`config.mk`:
```
export PLATFORM = sky130hd
export DESIGN_NAME = touch_pad_integrating_qualifier_unit
export DESIGN_NICKNAME = d
export VERILOG_FILES = /design/src/hw/rtl/tpiq_pkg.sv /design/src/hw/rtl/tpiq_ram.sv /design/src/hw/rtl/tpiq_cfg_regs.sv /design/src/hw/rtl/tpiq_update.sv /design/src/hw/rtl/touch_pad_integrating_qualifier_unit.sv
export SDC_FILE = /design/constraint.sdc
export NUM_CORES = 1
export LEC_CHECK = 0
export ABC_AREA = 1
export BUFFER_PORTS_ARGS = -buffer_cell sky130_fd_sc_hd__buf_2
export CAP_MARGIN = 20
export CELL_PAD_IN_SITES_DETAIL_PLACEMENT = 1
export CELL_PAD_IN_SITES_GLOBAL_PLACEMENT = 1
export CORE_AREA = 2 2 253 305
export CTS_BUF_LIST = sky130_fd_sc_hd__clkbuf_8
export DETAILED_ROUTE_END_ITERATION = 12
export DIE_AREA = 0 0 255 307
export PLACE_DENSITY_LB_ADDON = 0.1
export SLEW_MARGIN = 20
export SYNTH_ARGS = -nofsm -noshare
export SYNTH_HDL_FRONTEND = slang
export SYNTH_SLANG_ARGS = --single-unit
export TNS_END_PERCENT = 10
```
`constraint.sdc`:
```
create_clock -name clk -period 14 [get_ports clk]
set_clock_uncertainty 0.1 [all_clocks]
set_input_delay 0.7 -clock clk [delete_from_list [all_inputs] [get_ports clk]]
set_output_delay 0.7 -clock clk [all_outputs]
set_load 0.005 [all_outputs]
```
`src/hw/rtl/tpiq_pkg.sv`:
```
// Shared types, constants and codes for the touch pad integrating qualifier.
`default_nettype none
package tpiq_pkg;

    localparam int CHANNELS = 10;
    localparam int ADDR_W   = (CHANNELS > 1) ? $clog2(CHANNELS) : 1;

    localparam int CH_W     = 4;
    localparam int SAMPLE_W = 16;
    localparam int TIME_W   = 32;
    localparam int INTEG_W  = 9;
    localparam int LEVEL_W  = 7;
    localparam int CFG_W    = 16;
    localparam int CFG_IX_W = 2;
    localparam int CODE_W   = 2;

    localparam logic [CODE_W-1:0] EV_NONE    = 2'd0;
    localparam logic [CODE_W-1:0] EV_PRESS   = 2'd1;
    localparam logic [CODE_W-1:0] EV_RELEASE = 2'd2;

    localparam logic [CFG_IX_W-1:0] REG_THRESHOLD = 2'd0;
    localparam logic [CFG_IX_W-1:0] REG_DEBOUNCE  = 2'd1;
    localparam logic [CFG_IX_W-1:0] REG_LEVEL     = 2'd2;
    localparam logic [CFG_IX_W-1:0] REG_ATTACK    = 2'd3;

    localparam logic [SAMPLE_W-1:0] THRESHOLD_RST = 16'd57;
    localparam logic [CFG_W-1:0]    DEBOUNCE_RST  = 16'd400;
    localparam logic [LEVEL_W-1:0]  LEVEL_RST     = 7'd10;
    localparam logic [LEVEL_W-1:0]  ATTACK_RST    = 7'd5;

    typedef struct packed {
        logic [SAMPLE_W-1:0] touch_threshold;
        logic [CFG_W-1:0]    debounce_ms;
        logic [LEVEL_W-1:0]  check_level;
        logic [LEVEL_W-1:0]  attack_step;
    } cfg_t;

    typedef struct packed {
        logic signed [INTEG_W-1:0] integ;
        logic                      flag;
        logic [TIME_W-1:0]         last_ms;
    } chan_state_t;

    localparam int STATE_W = $bits(chan_state_t);

endpackage
`default_nettype wire

```
`src/hw/rtl/tpiq_ram.sv`:
```
// Generic single-write, single-read RAM with a registered read port.
`default_nettype none
module tpiq_ram #(
    parameter int WIDTH = 8,
    parameter int DEPTH = 16,
    parameter int AW    = (DEPTH > 1) ? $clog2(DEPTH) : 1
) (
    input  wire logic             clk,
    input  wire logic             we,
    input  wire logic [AW-1:0]    waddr,
    input  wire logic [WIDTH-1:0] wdata,
    input  wire logic             re,
    input  wire logic [AW-1:0]    raddr,
    output logic      [WIDTH-1:0] rdata
);

    logic [WIDTH-1:0] mem [DEPTH];

    always_ff @(posedge clk)
    begin
        if (we)
        begin
            mem[waddr] <= wdata;
        end
        if (re)
        begin
            rdata <= mem[raddr];
        end
    end

endmodule
`default_nettype wire

```
`src/hw/rtl/tpiq_cfg_regs.sv`:
```
// Configuration registers of the touch qualifier.
`default_nettype none
module tpiq_cfg_regs
    import tpiq_pkg::*;
(
    input  wire logic                clk,
    input  wire logic                rst_n,
    input  wire logic                wr_en,
    input  wire logic [CFG_IX_W-1:0] index,
    input  wire logic [CFG_W-1:0]    data,
    output cfg_t                     cfg
);

    cfg_t cfg_reg;

    always_ff @(posedge clk or negedge rst_n)
    begin
        if (!rst_n)
        begin
            cfg_reg.touch_threshold <= THRESHOLD_RST;
            cfg_reg.debounce_ms     <= DEBOUNCE_RST;
            cfg_reg.check_level     <= LEVEL_RST;
            cfg_reg.attack_step     <= ATTACK_RST;
        end
        else if (wr_en)
        begin
            unique case (index)
                REG_THRESHOLD: cfg_reg.touch_threshold <= data;
                REG_DEBOUNCE:  cfg_reg.debounce_ms     <= data;
                REG_LEVEL:     cfg_reg.check_level     <= data[LEVEL_W-1:0];
                REG_ATTACK:    cfg_reg.attack_step     <= data[LEVEL_W-1:0];
                default:       cfg_reg <= cfg_reg;
            endcase
        end
    end

    assign cfg = cfg_reg;

endmodule
`default_nettype wire

```
`src/hw/rtl/tpiq_update.sv`:
```
// Per-channel integrator step with hold-off, press and release detection.
`default_nettype none
module tpiq_update
    import tpiq_pkg::*;
(
    input  wire cfg_t                cfg,
    input  wire chan_state_t         cur,
    input  wire logic [SAMPLE_W-1:0] sample,
    input  wire logic [TIME_W-1:0]   now_ms,
    output chan_state_t              nxt,
    output logic      [CODE_W-1:0]   code
);

    localparam int VW = INTEG_W + 1;

    logic [TIME_W-1:0]   elapsed;
    logic                open;
    logic signed [VW-1:0] lvl;
    logic signed [VW-1:0] v0;
    logic signed [VW-1:0] v1;
    logic signed [VW-1:0] v2;
    logic signed [VW-1:0] v3;
    logic signed [VW-1:0] rise;
    logic                flag1;
    logic                flag2;
    logic                press;
    logic                release_hit;

    always_comb
    begin
        elapsed = now_ms - cur.last_ms;
        open    = elapsed > TIME_W'(cfg.debounce_ms);
        lvl     = signed'(VW'(cfg.check_level));
        v0      = VW'(cur.integ);
        rise    = v0 + signed'(VW'(cfg.attack_step));

        priority if (open && (v0 < lvl) && (sample < cfg.touch_threshold))
        begin
            v1 = (rise > lvl) ? lvl : rise;
        end
        else if (open && (v0 > -lvl))
        begin
            v1 = v0 - VW'(1);
        end
        else
        begin
            v1 = v0;
        end

        press = (v1 == lvl) && !cur.flag;
        v2    = press ? v1 + VW'(1) : v1;
        flag1 = press ? 1'b1 : cur.flag;

        release_hit = (v2 == -lvl) && flag1;
        v3    = release_hit ? v2 - VW'(1) : v2;
        flag2 = release_hit ? 1'b0 : flag1;

        nxt.integ   = v3[INTEG_W-1:0];
        nxt.flag    = flag2;
        nxt.last_ms = (press || release_hit) ? now_ms : cur.last_ms;

        priority if (release_hit)
        begin
            code = EV_RELEASE;
        end
        else if (press)
        begin
            code = EV_PRESS;
        end
        else
        begin
            code = EV_NONE;
        end
    end

endmodule
`default_nettype wire

```
`src/hw/rtl/touch_pad_integrating_qualifier_unit.sv`:
```
// Top level of the touch pad integrating qualifier.
// The block takes one request per clock cycle while the output side does not stall
// and returns exactly one result for each, in order; a request is held in the s1
// stage register, then its result in the output register. The
// per-channel state (integrator, touched flag, last event time) lives in a small RAM
// with a registered read: the read is issued when a request is accepted, and the
// update is written back when the request leaves the s1 stage. A write-back register
// forwards the latest update to a request for the same channel that follows directly.
// Per-entry valid bits make never-written channels read as zero, so no clearing pass
// follows reset. A channel index at or beyond the channel count changes no state and
// reports no event and an untouched pad.
`default_nettype none
module touch_pad_integrating_qualifier_unit
    import tpiq_pkg::*;
(
    input  wire logic                clk,
    input  wire logic                rst_n,

    input  wire logic                cfg_wr_en,
    input  wire logic [CFG_IX_W-1:0] cfg_index,
    input  wire logic [CFG_W-1:0]    cfg_data,

    input  wire logic                in_valid,
    output logic                     in_ready,
    input  wire logic [CH_W-1:0]     channel,
    input  wire logic [SAMPLE_W-1:0] touch_sample,
    input  wire logic [TIME_W-1:0]   now_ms,

    output logic                     out_valid,
    input  wire logic                out_ready,
    output logic      [CH_W-1:0]     event_channel,
    output logic      [CODE_W-1:0]   event_code,
    output logic                     touched
);

    cfg_t cfg;

    logic                accept;
    logic                s1_fire;
    logic                wr_en;
    logic [ADDR_W-1:0]   in_addr;
    logic                in_range;

    logic                s1_valid_reg;
    logic [CH_W-1:0]     s1_channel_reg;
    logic [ADDR_W-1:0]   s1_addr_reg;
    logic                s1_in_range_reg;
    logic [SAMPLE_W-1:0] s1_sample_reg;
    logic [TIME_W-1:0]   s1_now_reg;

    logic [CHANNELS-1:0] ent_valid_reg;
    logic [CHANNELS-1:0] ent_valid_next;

    logic                fwd_valid_reg;
    logic [ADDR_W-1:0]   fwd_addr_reg;
    chan_state_t         fwd_data_reg;

    logic [STATE_W-1:0]  ram_rdata;
    chan_state_t         cur_state;
    chan_state_t         new_state;
    logic [CODE_W-1:0]   new_code;

    logic                out_valid_reg;
    logic [CH_W-1:0]     out_channel_reg;
    logic [CODE_W-1:0]   out_code_reg;
    logic                out_touched_reg;

    tpiq_cfg_regs u_cfg (
        .clk   (clk),
        .rst_n (rst_n),
        .wr_en (cfg_wr_en),
        .index (cfg_index),
        .data  (cfg_data),
        .cfg   (cfg)
    );

    assign s1_fire  = s1_valid_reg && (!out_valid_reg || out_ready);
    assign in_ready = !s1_valid_reg || s1_fire;
    assign accept   = in_valid && in_ready;
    assign in_addr  = ADDR_W'(channel);
    assign in_range = 32'(channel) < CHANNELS;
    assign wr_en    = s1_fire && s1_in_range_reg;

    tpiq_ram #(
        .WIDTH (STATE_W),
        .DEPTH (CHANNELS),
        .AW    (ADDR_W)
    ) u_state_ram (
        .clk   (clk),
        .we    (wr_en),
        .waddr (s1_addr_reg),
        .wdata (new_state),
        .re    (accept),
        .raddr (in_addr),
        .rdata (ram_rdata)
    );

    always_comb
    begin
        priority if (fwd_valid_reg && (fwd_addr_reg == s1_addr_reg))
        begin
            cur_state = fwd_data_reg;
        end
        else if (s1_in_range_reg && ent_valid_reg[s1_addr_reg])
        begin
            cur_state = chan_state_t'(ram_rdata);
        end
        else
        begin
            cur_state = '0;
        end
    end

    tpiq_update u_update (
        .cfg    (cfg),
        .cur    (cur_state),
        .sample (s1_sample_reg),
        .now_ms (s1_now_reg),
        .nxt    (new_state),
        .code   (new_code)
    );

    always_comb
    begin
        ent_valid_next = ent_valid_reg;
        if (wr_en)
        begin
            ent_valid_next[s1_addr_reg] = 1'b1;
        end
    end

    always_ff @(posedge clk or negedge rst_n)
    begin
        if (!rst_n)
        begin
            s1_valid_reg  <= 1'b0;
            ent_valid_reg <= '0;
            fwd_valid_reg <= 1'b0;
            out_valid_reg <= 1'b0;
        end
        else
        begin
            ent_valid_reg <= ent_valid_next;
            if (accept)
            begin
                s1_valid_reg <= 1'b1;
            end
            else if (s1_fire)
            begin
                s1_valid_reg <= 1'b0;
            end
            if (wr_en)
            begin
                fwd_valid_reg <= 1'b1;
            end
            if (s1_fire)
            begin
                out_valid_reg <= 1'b1;
            end
            else if (out_ready)
            begin
                out_valid_reg <= 1'b0;
            end
        end
    end

    always_ff @(posedge clk)
    begin
        if (accept)
        begin
            s1_channel_reg  <= channel;
            s1_addr_reg     <= in_addr;
            s1_in_range_reg <= in_range;
            s1_sample_reg   <= touch_sample;
            s1_now_reg      <= now_ms;
        end
        if (wr_en)
        begin
            fwd_addr_reg <= s1_addr_reg;
            fwd_data_reg <= new_state;
        end
        if (s1_fire)
        begin
            out_channel_reg <= s1_channel_reg;
            out_code_reg    <= s1_in_range_reg ? new_code : EV_NONE;
            out_touched_reg <= s1_in_range_reg && new_state.flag;
        end
    end

    assign out_valid     = out_valid_reg;
    assign event_channel = out_channel_reg;
    assign event_code    = out_code_reg;
    assign touched       = out_touched_reg;

endmodule
`default_nettype wire
```
# After elaboration in Yosys (flattened, before gate mapping)
# Memory sizes are Yosys's and may differ from the RTL's. A register that Yosys moved wholly into a read port is not among the register bits.
# Cells that the tools add are included.
[classes] addsub=6 magnitude_cmp=8 n_eq_ne=6 muxes=22 n_bitwise=2 n_reduce_logical=26
[op_table] op="$mux 42" count=2
[op_table] op="$mux 10" count=4
[op_table] op="$gt 32x16->1" count=1
[op_table] op="$mux 32" count=1
[op_table] op="$sub 32x32->32" count=1
[op_table] op="$lt 16x16->1" count=1
[op_table] op="$logic_and 1x1->1" count=12
[op_table] op="$mux 1" count=11
[op_table] op="$add 10x2->10 const B" count=1
[op_table] op="$add 9x8->10" count=1
[op_table] op="$eq 10x10->1" count=1
[op_table] op="$eq 10x8->1" count=1
[op_table] op="$gt 10x8->1" count=1
[op_table] op="$gt 9x10->1" count=1
[op_table] op="$neg 7->10" count=1
[op_table] op="$or 10x10->10" count=1
[op_table] op="$sub 9x2->10 const B" count=1
[op_table] op="$lt 9x8->1" count=1
[op_table] op="$mux 9" count=1
[op_table] op="$sub 9x2->9 const B" count=1
[op_table] op="$reduce_and 2->1" count=4
[op_table] op="$lt 4x5->1 const B" count=1
[op_table] op="$bmux 1 s4" count=1
[op_table] op="$demux 1 s4" count=1
[op_table] op="other kinds (12)" count=18
[totals] ff_bits=165 mem_bits_rw=420 in_bits=75 elab_cells=91 memories=1
[mem_list] memory="u_state_ram.mem" words=10 width=42 rd=1 rd_ports_with_merged_regs=1 wr=1 line_no="tpiq_ram.sv:17" source="logic [WIDTH-1:0] mem [DEPTH];"

# Depth between registers and ports, before layout
[logic_depth] word_depth=17 mapped_depth=61 depth_no_buf=56

# Modules after synthesis
# Synthesis repeated with hierarchy kept, for this count alone.
[hier_totals] cells_unflattened=3654 area_unflattened_um2=32612.5
[modules_own_cells] module="tpiq_ram" n_inst=1 cells_each=1661 area_each_um2=18805.5 seq_area_each_um2=13873.3
[modules_own_cells] module="tpiq_update" n_inst=1 cells_each=1353 area_each_um2=7006.7 seq_area_each_um2=0.0
[modules_own_cells] module="touch_pad_integrating_qualifier_unit" n_inst=1 cells_each=435 area_each_um2=4889.7 seq_area_each_um2=3508.4
[modules_own_cells] module="tpiq_cfg_regs" n_inst=1 cells_each=205 area_each_um2=1910.6 seq_area_each_um2=1164.9

# Worst setup path before layout
# OpenSTA, ideal clock, no wires.
[synth_path] path_kind="input to register" startpoint="input out_ready" endpoint="register ent_valid_reg[1]" setup_time_ns=0.089 arrival_time_ns=8.001 t_required_ns=13.811 setup_slack_ns=5.809 cell_stages=7 n_path_buf=0 cell_sequence="inv_1 > nand2_1 > nand2_1 > nor2_1 > inv_1 > nor4_1 > or2_2"
[synth_via] elab_chain_len=3
[synth_lines] element="from (decl)" line_no="touch_pad_integrating_qualifier_unit.sv:30" source="input wire logic out_ready,"
[synth_lines] element="$logic_or 1x1->1" line_no="touch_pad_integrating_qualifier_unit.sv:77" source="assign s1_fire = s1_valid_reg && (!out_valid_reg || out_ready);"
[synth_lines] element="$logic_and 1x1->1" line_no="touch_pad_integrating_qualifier_unit.sv:77"
[synth_lines] element="$logic_and 1x1->1" line_no="touch_pad_integrating_qualifier_unit.sv:82" source="assign wr_en = s1_fire && s1_in_range_reg;"
[synth_lines] element="via u_state_ram.we" line_no="tpiq_ram.sv:9" source="input wire logic we,"
[synth_lines] element="to (signal assigned)" line_no="touch_pad_integrating_qualifier_unit.sv:143" source="ent_valid_reg <= ent_valid_next;"
[synth_lines] element="to (decl)" line_no="touch_pad_integrating_qualifier_unit.sv:51" source="logic [CHANNELS-1:0] ent_valid_reg;"
# The timed path passes the listed nets, and every way through them passes these cells.
# A chain may end at the register's enable or synchronous reset.

==> flow_summary.json <==
{
  "outcome": "finished clean",
  "synth_top_area_share_pct": 57.0,
  "cts_tree": "built",
  "instances_no_fill": 4120,
  "worstHoldStart": "touch_sample[5]",
  "routed_wl_mm": 93.4,
  "slowest_stage": "o21ai_0",
  "grt_use_total_pct": 24.0,
  "tightest_slew_ns": 1.08,
  "place_hpwl_mm": 60.6,
  "syn_area_per_cell_um2": 10.3,
  "seq_area_um2": 18500,
  "netlist_top_cells_area": "edfxtp_1 57%, nand2_1 7.3%, o21ai_0 5.1%",
  "hold_depth": 1,
  "slowest_delay_ns": 0.92,
  "regToRegSetupSlack_ns": 4.05,
  "cp_max_fo": 46,
  "whs_endpoint": "s1_sample_reg[5]",
  "vias": 22100,
  "setup_viol": 0,
  "nFillCells": 8441,
  "crit_arrival_ns": 10.27,
  "io_buffers": 83,
  "largest_register_ffs": 420,
  "drc": 0,
  "drive_above_1_share_pct": 11.3,
  "area_growth_pct": 11.9,
  "min_period_ns": 9.95,
  "cts_sinks": 627,
  "crit_path_end_kind": "flip-flop",
  "hold_class": "input port to flip-flop",
  "cp-start-kind": "flip-flop",
  "r2r-start": "s1_addr_reg[0]",
  "yosys_warnings": 0,
  "yosys.area.top_type": "edfxtp_1",
  "grt_max_degree": 96,
  "place_inst": 3919,
  "placed_area_um2": 31400,
  "drt_iter0_drc": 1630,
  "maxCapViolCount": 0,
  "dieArea_um2": 78300,
  "required_ns": 14.33,
  "p_per_area_nw_per_um2": 148,
  "die_x_um": 255,
  "setup_tns_ns": 0,
  "die_h_um": 307,
  "antenna_found_initial": 2,
  "routedWlPerCell_um": 22.7,
  "cts_buffers": 100,
  "reg2reg_to": "u_state_ram.mem[2][6]",
  "hold_violations": 0,
  "synthCells": 2913,
  "yosysSeqAreaShare_pct": 62.0,
  "post_cts_buffers": 0,
  "rows": 111,
  "multiInputGateArea_um2": 9880,
  "io_pins": 84,
  "place.gp.congestion": 0.877,
  "cts-root-buf": "clkbuf_8",
  "grt_pass1_wl_mm": 142,
  "clk_pin_slew_ns": 0.07,
  "p_leak_nw": 13.2,
  "final_net_count": 3180,
  "cts_buffer_depth": 3,
  "syn-num-nets": 3075,
  "reg2reg_depth": 36,
  "ant_nets": 0,
  "fin_area_um2": 33500,
  "clock_latency_ns": 0.71,
  "fp.coreArea_um2": 75700,
  "via_per_inst": 5.37,
  "grt_overflow_total": 0,
  "ys_types": 48,
  "ir_worst_vdd_mv": 0.0629,
  "fmax_mhz": 101,
  "ys_ff_latch": 627,
  "critical_path_class": "flip-flop to flip-flop",
  "slew_viol_final": 0,
  "min_period_over_period_pct": 71.0,
  "grt_setup_unrepaired": "no",
  "maxSlewHeadroom_pct": 27.6,
  "initial_utilization_pct": 39.6,
  "dr.pass1.iters": 5,
  "crit_path_frequent_cell": "nand2_1",
  "ctsHtreeMaxLevel": 3,
  "p_total_mw": 4.96,
  "grt_pass1_vias": 23500,
  "syn-cell-area_um2": 29900
}
final cells by class:
| cell class | count | share of cell area (%) |
|---|---|---|
| Clock buffer | 108 | 4.44 |
| Timing Repair Buffer | 125 | 2.31 |
| Antenna cell | 2 | 0.0149 |
| Sequential cell | 627 | 55.4 |
| Inverter | 281 | 3.17 |
| Multi-Input combinational cell | 1883 | 29.5 |
| Tap cell | 1017 | 3.80 |
| Clock inverter | 77 | 1.40 |
power breakdown:
part           internal, mW  switching [mW]  leakage (nW)
Combinational         0.321           0.810          6.07
Sequential             2.23          0.0573          6.02
Clock                 0.793           0.744          1.14
synthesized netlist by cell type (all sizes together):
library cell	number
a32o	1
clkinv	3
xnor2	7
o221a	1
edfxtp	568
inv	278
o21bai	5
fa	1
nor2	320
and2	2
o21a	2
dfrtp	48
a221oi	2
nor4	7
nand3	208
dfstp	11
nand3b	6
nor3	21
o22ai	1
o2111ai	3
xor2	39
buf	31
o311ai	43
a21oi	96
o41ai	1
o21ai	329
clkbuf	91
ha	86
a211oi	6
nand4	35
or2	12
a21boi	2
o221ai	44
nand2	600
a21o	3
cell usage in the layout, fill, tap and decap left out, types with 8 or more instances in the layout:
cell type,count
dfrtp_1,48
edfxtp_1,568
buf_4,29
o21ai_0,306
ha_1,86
nor2_1,304
inv_2,27
a21oi_1,96
o311ai_0,43
dlygate4sd3_1,14
nand2_1,584
inv_1,284
nand4_1,35
or2_2,10
clkbuf_8,108
o221ai_1,44
nor3_1,19
clkinv_2,14
dfstp_2,11
o21ai_1,23
xor2_1,38
clkinv_1,19
nand3_2,12
buf_2,81
nor2_2,8
nand2_2,13
nor2_4,8
nand3_1,193
what timing repair did:
action                    4_1_cts  5_1_grt
hold endpoints to repair       14        0
hold buffers                   14        0
resized for setup               0        0
how the worst max path moves through the flow:
stage / depth (start not counted) / to / slack [ns] / startpoint
final: 36 / u_state_ram.mem[2][6] / 4.05 / s1_addr_reg[0]
after global routing: 41 / u_state_ram.mem[8][2] / 3.14 / s1_addr_reg[0]
after CTS: 36 / u_state_ram.mem[4][0] / 4.07 / s1_addr_reg[0]
after global placement: 37 / u_state_ram.mem[6][0] / 4.43 / s1_addr_reg[0]
after floorplan: 7 / ent_valid_reg[1] / 5.81 / out_ready
after detailed placement: 33 / u_state_ram.mem[2][27] / 4.13 / s1_addr_reg[2]
kinds of logic (layout without fill, tap and decap cells):
family / Yosys count / count (layout) / synth area share [%]
XOR/XNOR: 46 / 46 / 1.37
buffers and inverters: 403 / 591 / 5.32
other: 0 / 2 / 0
AND/OR/NAND/NOR: 1211 / 1211 / 17.3
adder cells (fa/ha/maj): 87 / 87 / 3.66
AO/OA/AOI/OAI: 539 / 539 / 10.4
flip-flops: 627 / 627 / 62.0
metal layers:
| metal | track usage (%) | up-vias | wire (µm) |
|---|---|---|---|
| met3 | 3.35 | 166 | 4130 |
| met5 | 0 | - | 0 |
| li1 | - | 10400 | - |
| met4 | 8.04 | 0 | 2630 |
| met2 | 40.1 | 492 | 44900 |
| met1 | 32.2 | 11100 | 41700 |
critical path: cells and delay by family (launching register included):
family / cells / cell delay (ns)
AOI/OAI and AO/OA: 6 / 2.01
xor gates and xnor gates: 1 / 0.26
adders and majority gates: 2 / 0.81
buffers and inverters: 4 / 0.80
DFF: 1 / 0.61
and+or+nand+nor: 23 / 4.99
stage by stage:
step | hold WS (ns) | utilization [%] | setup slack (ns)
floorplan | 0.304 | - | 5.81
global placement | 0.355 | 41.5 | 4.43
detailed placement | 0.355 | 41.5 | 4.13
CTS | 0.000329 | 44.2 | 4.07
global route | 0.0103 | 44.2 | 3.14
finish | 0.0662 | 44.3 | 4.05
Power figures use the tool's default switching activity.
